[src/rtl/pcct_pkg.sv]
// Shared types and constants for the command pulse clear tracker.
package pcct_pkg;

  localparam int unsigned CountW   = 16;
  localparam int unsigned TotalW   = 32;
  localparam int unsigned CfgIdxW  = 8;
  localparam int unsigned CfgDataW = 16;

  typedef logic [CountW-1:0]   count_t;
  typedef logic [TotalW-1:0]   total_t;
  typedef logic [CfgDataW-1:0] cfg_data_t;

  typedef enum logic [CfgIdxW-1:0] {
    CFG_EDGE_CLEAR_ENABLE = 8'd0,
    CFG_BLANK_TICKS       = 8'd1
  } cfg_reg_t;

  typedef struct packed {
    logic              edge_clear_enable;
    logic [CountW-1:0] blank_ticks;
  } cfg_t;

  typedef struct packed {
    logic [CountW-1:0] pulse_count;
    logic              edge_seen;
    logic              latch_done;
    logic [CountW-1:0] latched_count;
  } item_t;

  typedef struct packed {
    logic [CountW-1:0] delta_pulses;
    logic [CountW-1:0] delta_raw;
    logic [TotalW-1:0] ring_total;
    logic              clear_edge;
    logic              clear_latched;
    logic              latch_rearm;
  } result_t;

endpackage

[src/rtl/pulse_command_clear_tracker.sv]
// Top level of the command pulse clear tracker: input and result registers around the core.
// The result register is loaded from the core as the held item leaves the input register.
// Throughput: one item per cycle while out_ready holds; the tracker state updates as an item leaves the input register.
// The input register refills in the same cycle the result register is taken or is empty.
// Reset (synchronous, active low) clears both valid flags, all tracker state and the
// configuration registers; the block takes transfers from the first cycle after reset.
module pulse_command_clear_tracker (
  input  logic                          clk,
  input  logic                          rst_n,
  input  logic                          in_valid,
  output logic                          in_ready,
  input  logic [pcct_pkg::CountW-1:0]   in_pulse_count,
  input  logic                          in_edge_seen,
  input  logic                          in_latch_done,
  input  logic [pcct_pkg::CountW-1:0]   in_latched_count,
  output logic                          out_valid,
  input  logic                          out_ready,
  output logic signed [pcct_pkg::CountW-1:0] out_delta_pulses,
  output logic signed [pcct_pkg::CountW-1:0] out_delta_raw,
  output logic [pcct_pkg::TotalW-1:0]   out_ring_total,
  output logic                          out_clear_edge,
  output logic                          out_clear_latched,
  output logic                          out_latch_rearm,
  input  logic                          cfg_valid,
  output logic                          cfg_ready,
  input  logic [pcct_pkg::CfgIdxW-1:0]  cfg_index,
  input  logic [pcct_pkg::CfgDataW-1:0] cfg_data
);

  // Register state: an item waits in the input register until the result register can
  // take its result; the core's state advances only on that move.
  logic              in_valid_r, in_valid_nxt;
  pcct_pkg::item_t   in_item_r;
  logic              out_valid_r, out_valid_nxt;
  pcct_pkg::result_t out_result_r;

  pcct_pkg::cfg_t    cfg;
  pcct_pkg::result_t core_result;
  pcct_pkg::item_t   in_item;
  logic              advance;
  logic              in_xfer;

  // Configuration writes are always taken; the user must write them only while the block is idle (not enforced here).
  assign cfg_ready = 1'b1;

  pcct_cfg_regs u_cfg_regs (
    .clk      (clk),
    .rst_n    (rst_n),
    .wr_en    (cfg_valid),
    .wr_index (cfg_index),
    .wr_data  (cfg_data),
    .cfg      (cfg)
  );

  // The held item moves on when the result register is empty or its result is being taken.
  assign advance  = in_valid_r && (!out_valid_r || out_ready);
  assign in_ready = !in_valid_r || advance;
  assign in_xfer  = in_valid && in_ready;

  assign in_item.pulse_count   = in_pulse_count;
  assign in_item.edge_seen     = in_edge_seen;
  assign in_item.latch_done    = in_latch_done;
  assign in_item.latched_count = in_latched_count;

  pcct_core u_core (
    .clk     (clk),
    .rst_n   (rst_n),
    .advance (advance),
    .item    (in_item_r),
    .cfg     (cfg),
    .result  (core_result)
  );

  always_comb begin
    in_valid_nxt  = in_xfer || (in_valid_r && !advance);
    out_valid_nxt = advance || (out_valid_r && !out_ready);
  end

  always_ff @(posedge clk) begin
    if (!rst_n) begin
      in_valid_r  <= 1'b0;
      out_valid_r <= 1'b0;
    end else begin
      in_valid_r  <= in_valid_nxt;
      out_valid_r <= out_valid_nxt;
    end
  end

  // Payload registers carry no reset; their valid flags guard them.
  always_ff @(posedge clk) begin
    if (in_xfer) begin
      in_item_r <= in_item;
    end
    if (advance) begin
      out_result_r <= core_result;
    end
  end

  assign out_valid         = out_valid_r;
  assign out_delta_pulses  = out_result_r.delta_pulses;
  assign out_delta_raw     = out_result_r.delta_raw;
  assign out_ring_total    = out_result_r.ring_total;
  assign out_clear_edge    = out_result_r.clear_edge;
  assign out_clear_latched = out_result_r.clear_latched;
  assign out_latch_rearm   = out_result_r.latch_rearm;

endmodule

[src/rtl/pcct_cfg_regs.sv]
// Configuration register bank of the command pulse clear tracker.
module pcct_cfg_regs (
  input  logic                          clk,
  input  logic                          rst_n,
  input  logic                          wr_en,
  input  logic [pcct_pkg::CfgIdxW-1:0]  wr_index,
  input  logic [pcct_pkg::CfgDataW-1:0] wr_data,
  output pcct_pkg::cfg_t                cfg
);

  pcct_pkg::cfg_t cfg_r;
  pcct_pkg::cfg_t cfg_nxt;

  always_comb begin
    cfg_nxt = cfg_r;
    if (wr_en) begin
      unique case (wr_index)
        pcct_pkg::CFG_EDGE_CLEAR_ENABLE: cfg_nxt.edge_clear_enable = wr_data[0];
        pcct_pkg::CFG_BLANK_TICKS:       cfg_nxt.blank_ticks = wr_data[pcct_pkg::CountW-1:0];
        default:                         cfg_nxt = cfg_r;
      endcase
    end
  end

  always_ff @(posedge clk) begin
    if (!rst_n) begin
      cfg_r <= '0;
    end else begin
      cfg_r <= cfg_nxt;
    end
  end

  assign cfg = cfg_r;

endmodule

[src/rtl/pcct_core.sv]
// Tracker state and the single-pass delta, total and clear-edge logic.
module pcct_core (
  input  logic             clk,
  input  logic             rst_n,
  input  logic             advance,
  input  pcct_pkg::item_t  item,
  input  pcct_pkg::cfg_t   cfg,
  output pcct_pkg::result_t result
);

  logic [pcct_pkg::CountW-1:0] last_count_r, last_count_nxt;
  logic [pcct_pkg::CountW-1:0] past_ref_r, past_ref_nxt;
  logic                        edge_pending_r, edge_pending_nxt;
  logic [pcct_pkg::TotalW-1:0] ring_sum_r, ring_sum_nxt;
  logic [pcct_pkg::CountW-1:0] blank_count_r, blank_count_nxt;
  logic                        mismatch_r, mismatch_nxt;

  logic [pcct_pkg::CountW-1:0] base;
  logic [pcct_pkg::CountW-1:0] d_corr;
  logic [pcct_pkg::TotalW-1:0] d_corr_ext;
  logic [pcct_pkg::CountW-1:0] d_raw;
  logic                        accepted;
  logic                        latched;
  logic                        rearm;

  always_comb begin
    base       = edge_pending_r ? past_ref_r : last_count_r;
    d_corr     = item.pulse_count - base;
    d_corr_ext = {{(pcct_pkg::TotalW-pcct_pkg::CountW){d_corr[pcct_pkg::CountW-1]}}, d_corr};
    d_raw      = item.pulse_count - last_count_r;

    accepted        = 1'b0;
    latched         = 1'b0;
    rearm           = 1'b0;
    blank_count_nxt = blank_count_r;
    mismatch_nxt    = 1'b0;

    if (blank_count_r == '0) begin
      if (item.edge_seen) begin
        accepted        = 1'b1;
        latched         = item.latch_done;
        rearm           = 1'b1;
        blank_count_nxt = cfg.blank_ticks;
      end else if (item.latch_done) begin
        // A complete latch with no edge is released on its second tick in a row.
        mismatch_nxt = !mismatch_r;
        rearm        = mismatch_r;
      end
    end else begin
      rearm           = item.latch_done;
      blank_count_nxt = blank_count_r - pcct_pkg::count_t'(1);
    end

    last_count_nxt   = item.pulse_count;
    ring_sum_nxt     = ring_sum_r + d_corr_ext;
    edge_pending_nxt = accepted && cfg.edge_clear_enable;
    past_ref_nxt     = latched ? item.latched_count : item.pulse_count;

    result.delta_pulses  = d_corr;
    result.delta_raw     = d_raw;
    result.ring_total    = ring_sum_nxt;
    result.clear_edge    = edge_pending_nxt;
    result.clear_latched = latched;
    result.latch_rearm   = rearm;
  end

  always_ff @(posedge clk) begin
    if (!rst_n) begin
      last_count_r   <= '0;
      past_ref_r     <= '0;
      edge_pending_r <= 1'b0;
      ring_sum_r     <= '0;
      blank_count_r  <= '0;
      mismatch_r     <= 1'b0;
    end else if (advance) begin
      last_count_r   <= last_count_nxt;
      past_ref_r     <= past_ref_nxt;
      edge_pending_r <= edge_pending_nxt;
      ring_sum_r     <= ring_sum_nxt;
      blank_count_r  <= blank_count_nxt;
      mismatch_r     <= mismatch_nxt;
    end
  end

endmodule
[config.mk]
export PLATFORM = sky130hd
export DESIGN_NAME = pulse_command_clear_tracker
export DESIGN_NICKNAME = d
export VERILOG_FILES = /design/src/rtl/pcct_pkg.sv /design/src/rtl/pulse_command_clear_tracker.sv /design/src/rtl/pcct_cfg_regs.sv /design/src/rtl/pcct_core.sv
export SDC_FILE = /design/constraint.sdc
export NUM_CORES = 1
export LEC_CHECK = 0
export BUFFER_PORTS_ARGS = -buffer_cell sky130_fd_sc_hd__buf_2
export CORE_MARGIN = 2
export CORE_UTILIZATION = 56
export DETAILED_ROUTE_END_ITERATION = 16
export HOLD_SLACK_MARGIN = 0.03
export PLACE_DENSITY = 0.77
export SETUP_SLACK_MARGIN = 0.5
export SLEW_MARGIN = 20
export SYNTH_ARGS = -nofsm -noshare
export SYNTH_HDL_FRONTEND = slang
export SYNTH_HIERARCHICAL = 1
export SYNTH_SLANG_ARGS = --single-unit
[constraint.sdc]
create_clock -name clk -period 7.3 [get_ports clk]
set_clock_uncertainty 0.15 [all_clocks]
set_input_delay 1.46 -clock clk [delete_from_list [all_inputs] [get_ports clk]]
set_output_delay 1.46 -clock clk [all_outputs]
set_load 0.02 [all_outputs]
Word-level counts from Yosys, hierarchy flattened
Cells that the tools add are included.

storage, ports and cells
  ROM bits = 0
  bits in latches = 0
  logic and storage cells = 59
  input port bits = 63
  register bits after elaboration = 202
  RAM bits = 0
  memories = 0
  output and inout bits = 70

cells by class
  eq/ne operators = 2
  add/subtract/negate cells = 4
  multipliers = 0
  shift operators = 0
  $lt $le $gt $ge = 0
  divide/modulo/power cells = 0
  muxes and demuxes = 14
  bitwise operators = 0
  reduce and logical (&&, ||, !) cells = 19

operators by type and width
  cell                                                 count
  two-way mux 16 bit                                   4
  adder 32 bit                                         1
  subtractor 16 bit                                    2
  logical NOT 16 bit                                   1
  subtractor 16 x 1 -> 16 bit, second input constant   1
  two-way mux 1 bit                                    10
  equality test 8 x 1 -> 1 bit, second input constant  1
  logical NOT 8 bit                                    1
  AND reduction 2 bit                                  3
  logical AND 1 bit                                    5
  logical NOT 1 bit                                    5
  logical OR 1 bit                                     4
  != test 2 bit, second input constant                 1

Logic depth before layout (Yosys ltp)
  word-level depth = 6
  mapped depth = 24
  depth with buffers taken out = 23

Cells and area by module
The synthesis kept the hierarchy.

modules (own cells, without submodules)
  module                       times used  cells an instance  sequential area each (um^2)  area an instance (um^2)
  pcct_core                    1           868                1641.6                       6872.8
  pulse_command_clear_tracker  1           112                3072.9                       3148.0
  pcct_cfg_regs                1           76                 340.3                        714.4

Worst setup path before layout
Ideal clock, no wire load.

  kind = input to register
  start point = input port out_ready
  end point = register u_core/ring_sum_r[30] (netlist name)
  arrival time = 5.935 ns
  required time = 7.092 ns
  cell stages on the path = 8
  setup time = 0.058 ns
  path buffers = 3
  slack = 1.157 ns
  cells stage by stage = nor2b_4 -> nor2b_1 -> clkbuf_1 -> clkbuf_1 -> clkbuf_1 -> nand3_1 -> mux2i_1 -> a31o_2

between the ends
  longest elaborated chain between the ends = 2

ends and longest elaborated chain
  element               line                               RTL
  start, declared       pulse_command_clear_tracker.sv:17  input logic out_ready,
  logical OR 1 bit      pulse_command_clear_tracker.sv:56  assign advance = in_valid_r && (!out_valid_r || out_ready);
  logical AND 1 bit     pulse_command_clear_tracker.sv:56
  named net advance     pulse_command_clear_tracker.sv:40  logic advance;
  end signal, assigned  pcct_core.sv:79                    ring_sum_r <= ring_sum_nxt;
  end, declared         pcct_core.sv:14                    logic [pcct_pkg::TotalW-1:0] ring_sum_r, ring_sum_nxt;

The timed path passes the listed nets, and every way through them passes these cells.
A chain may end at the register's enable or synchronous reset.

==> metrics.csv <==
metric;value;unit
minimum clock period;5617;ps
Max H-tree Level;1;
Req. time, crit path;7530;ps
final std cells w/o fill;1419;
Final HPWL DP;15470;um
Die ar.;20290;um^2
Worst Max-Slew Pin Slew;1022;ps
simple-gate share of the synthesized area;15.97;%
Multi-input gate area;5296;um^2
largest net degree at the start of global routing;82;
Inserted Clock Buffers;22;
GPL Wtd Cong;0.8624;
xor-xnor portion of the synthesized cell area;3.753;%
hold_buf cts;0;
post-synthesis compound-gate area fraction;14.64;%
Clock Latency Late Sink;510;ps
worst vdd ir;0.2128;mV
Antenna Cells;0;
Setup Crit Path Kind;reg2reg;
DP Cell Count;1378;
Vias;8054;
drt via density;5.676;
DR WL/cell;15.54;um
vias in the first global route;7304;
FP Rows;50;
Routed WL;22050;um
post-synthesis mux area share;6.632;%
die width;142.5;um
die height;142.5;um
Post-CTS Setup Inserts;0;
Critical Path End Type;register;
Iter 0 DRT Violations;504;
final slew viol count;0;
Arrival @ worst endpoint;5850;ps
Area Growth Syn to Fin;14.48;%
antenna viol nets, final;0;
Final setup viols;0;
Setup TNS;0;ps
Fmax;178.0;MHz
RSZ-0062 raised after global routing;no;
Reg clk slew, reported paths;60;ps
syn_area_per_cell;10.17;um^2
total of max-cap violations;0;
Hold Fails Final Rpt;0;
power density over cell area;314.2;nW/um^2
Num Clock Sinks;202;
Yosys cell types;75;
Max clock buf depth;3;
DR pass1 iterations;6;
Core Area;18770;um^2
Synth Net Count;1187;
Post-synth EDFFs;101;
ys async rst share;0;%
Synth Area in Adders;8.135;%
Sequential cell area;5055;um^2
worst hold path type;reg2reg;
largest family of logic cells by synthesized area;simple AND/OR/NAND/NOR gates;
Synth Cell Area;10740;um^2
number of port buffers;131;
synthesized flop and latch total;202;
GR Util All Layers;21.47;%
total gr overflow;0;
status;finished, final reports clean;
Rel. slew slack;31.87;%
Initial Util;57.20;%
Root Buffer;clkbuf_16;
Tcrit/Tclk final;76.94;%
DRC;0;
Syn Inst Count;1056;
Max FO, Critical Path;12;
fill cell count;1491;
first-pass GRT wire length;35630;um
yosys warns;6;
Synth Flop Type;edfxtp_1;
Startpoint Class;register;
antenna violations before repair;0;
CTS resizes;0;
Leak;5.125;nW
fin nets;1300;
CTS tree;yes;
share of cells above drive strength 1;16.20;%
I/O pin cnt;133;
post-synthesis sequential area ratio;47.09;%
==> sequential cells by signal, indices dropped and copies added, names as in the netlist, 16 cells and up <==
name,flops
u_core/last_count_r,16
out_delta_pulses,16
u_core/ring_sum_r,32
out_ring_total,32
u_cfg_regs/cfg,17
out_delta_raw,16
u_core/blank_count_r,16
in_item_r,34
u_core/past_ref_r,16
==> cells in the mapped netlist, drive strengths merged, types with 6 or more instances <==
cell type / number / area (um^2)
a21o: 20 / 150.1
xnor2: 33 / 289.0
buf: 11 / 76.32
mux2i: 70 / 700.7
nand3: 34 / 170.2
and3: 14 / 87.58
o211a: 18 / 180.2
inv: 49 / 183.9
a31oi: 6 / 37.54
a21boi: 10 / 75.07
o21ai: 46 / 230.2
clkbuf: 37 / 138.9
nor3: 22 / 126.4
nor2: 70 / 262.8
dfxtp: 101 / 2022
or3: 6 / 42.54
a21oi: 66 / 330.3
ha: 65 / 813.3
o21bai: 6 / 45.04
or4: 6 / 46.30
a211oi: 6 / 45.04
o21a: 10 / 75.07
and2: 7 / 43.79
edfxtp: 101 / 3033
o211ai: 6 / 45.04
xor2: 13 / 113.9
nor2b: 46 / 295.3
nand2: 98 / 367.9
==> metrics by stage <==
stage	utilization [%]	hold WS, ps	power [mW]	setup slack (ps)	area, um^2
5_1_grt	65.48	331.3	4.106	1268	12290
3_5_place_dp	61.42	298.5	2.758	1798	11530
3_3_place_gp	61.42	292.8	2.727	1837	11530
6_report	65.48	308.9	3.862	1683	12290
4_1_cts	65.33	308.9	3.877	1717	12260
2_1_floorplan	-	281.6	2.472	1157	10740
==> routing by layer <==
metal	GRT usage [%]	routed length, um
met5	0	0
met4	5.628	347
met3	3.230	1237
met2	32.74	9748
met1	32.07	10720
==> placed cells by master (no fill, tap or decap), drive strengths merged, types with 5 or more instances in the layout <==
cell type	synthesis	final
buf	11	137
edfxtp	101	101
dfxtp	101	101
nand2	98	98
mux2i	70	70
nor2	70	70
a21oi	66	66
ha	65	65
inv	49	49
o21ai	46	46
nor2b	46	46
nand3	34	34
clkbuf	37	34
xnor2	33	33
nor3	22	22
a21o	20	20
o211a	18	18
and3	14	14
xor2	13	13
o21a	10	10
a21boi	10	10
and2	7	7
a211oi	6	6
o21bai	6	6
a31oi	6	6
o211ai	6	6
or4	6	6
or3	6	6
nand2b	5	5
nand4	5	5
a2111oi	5	5
nand3b	5	5
clkinv	1	5
==> kinds of logic after synthesis <==
logic type               Yosys count
AND/OR/NAND/NOR                  337
AO/OA/AOI/OAI                    233
flip-flops                       202
buffers and inverters             98
multiplexers                      71
adder cells (fa/ha/maj)           68
XOR/XNOR                          46
other                              1
==> power breakdown <==
group          internal, mW  total (mW)  switching, mW
registers              1.36        1.44         0.0792
clock network         0.674        1.11          0.433
logic                 0.481        1.32          0.836
==> worst max-delay path: stages, from the launching register on <==
cell and delay (ps):
dfxtp_1 680, mux2_2 280, ha_1 130, inv_1 40, fa_1 390, a21o_1 180
a21oi_1 240, o21bai_1 90, a21oi_1 220, o21bai_1 130, a211o_1 340, a2111oi_0 390
nor3_1 130, xor2_1 180, ha_1 360, inv_1 100, nor2_1 170, nand2_1 100
o31ai_2 470, a31oi_1 220, and4_1 240, a311o_1 260
==> layout make-up <==
type                       instances  area share (%)
multi-input combinational        756           43.10
tap                              234           2.382
clock inverter                     6          0.4582
timing repair buffer             137           5.885
clock buffer                      34           5.518
sequential                       202           41.13
inverter                          50           1.527
==> worst paths after layout <==
kind | from | end | slack [ps] | cells after the start
hold / removal | u_cfg_regs/cfg[1]$_SDFFE_PN0P_ | u_cfg_regs/cfg[1]$_SDFFE_PN0P_ | 310 | 2
setup reg to reg | u_core/edge_pending_r$_SDFFE_PN0P_ | u_core/ring_sum_r[24]$_SDFFE_PN0P_ | 1680 | 21
setup / recovery | u_core/edge_pending_r$_SDFFE_PN0P_ | u_core/ring_sum_r[24]$_SDFFE_PN0P_ | 1680 | 21
hold reg to reg | u_cfg_regs/cfg[1]$_SDFFE_PN0P_ | u_cfg_regs/cfg[1]$_SDFFE_PN0P_ | 310 | 2
Power figures use the tool's default switching activity.
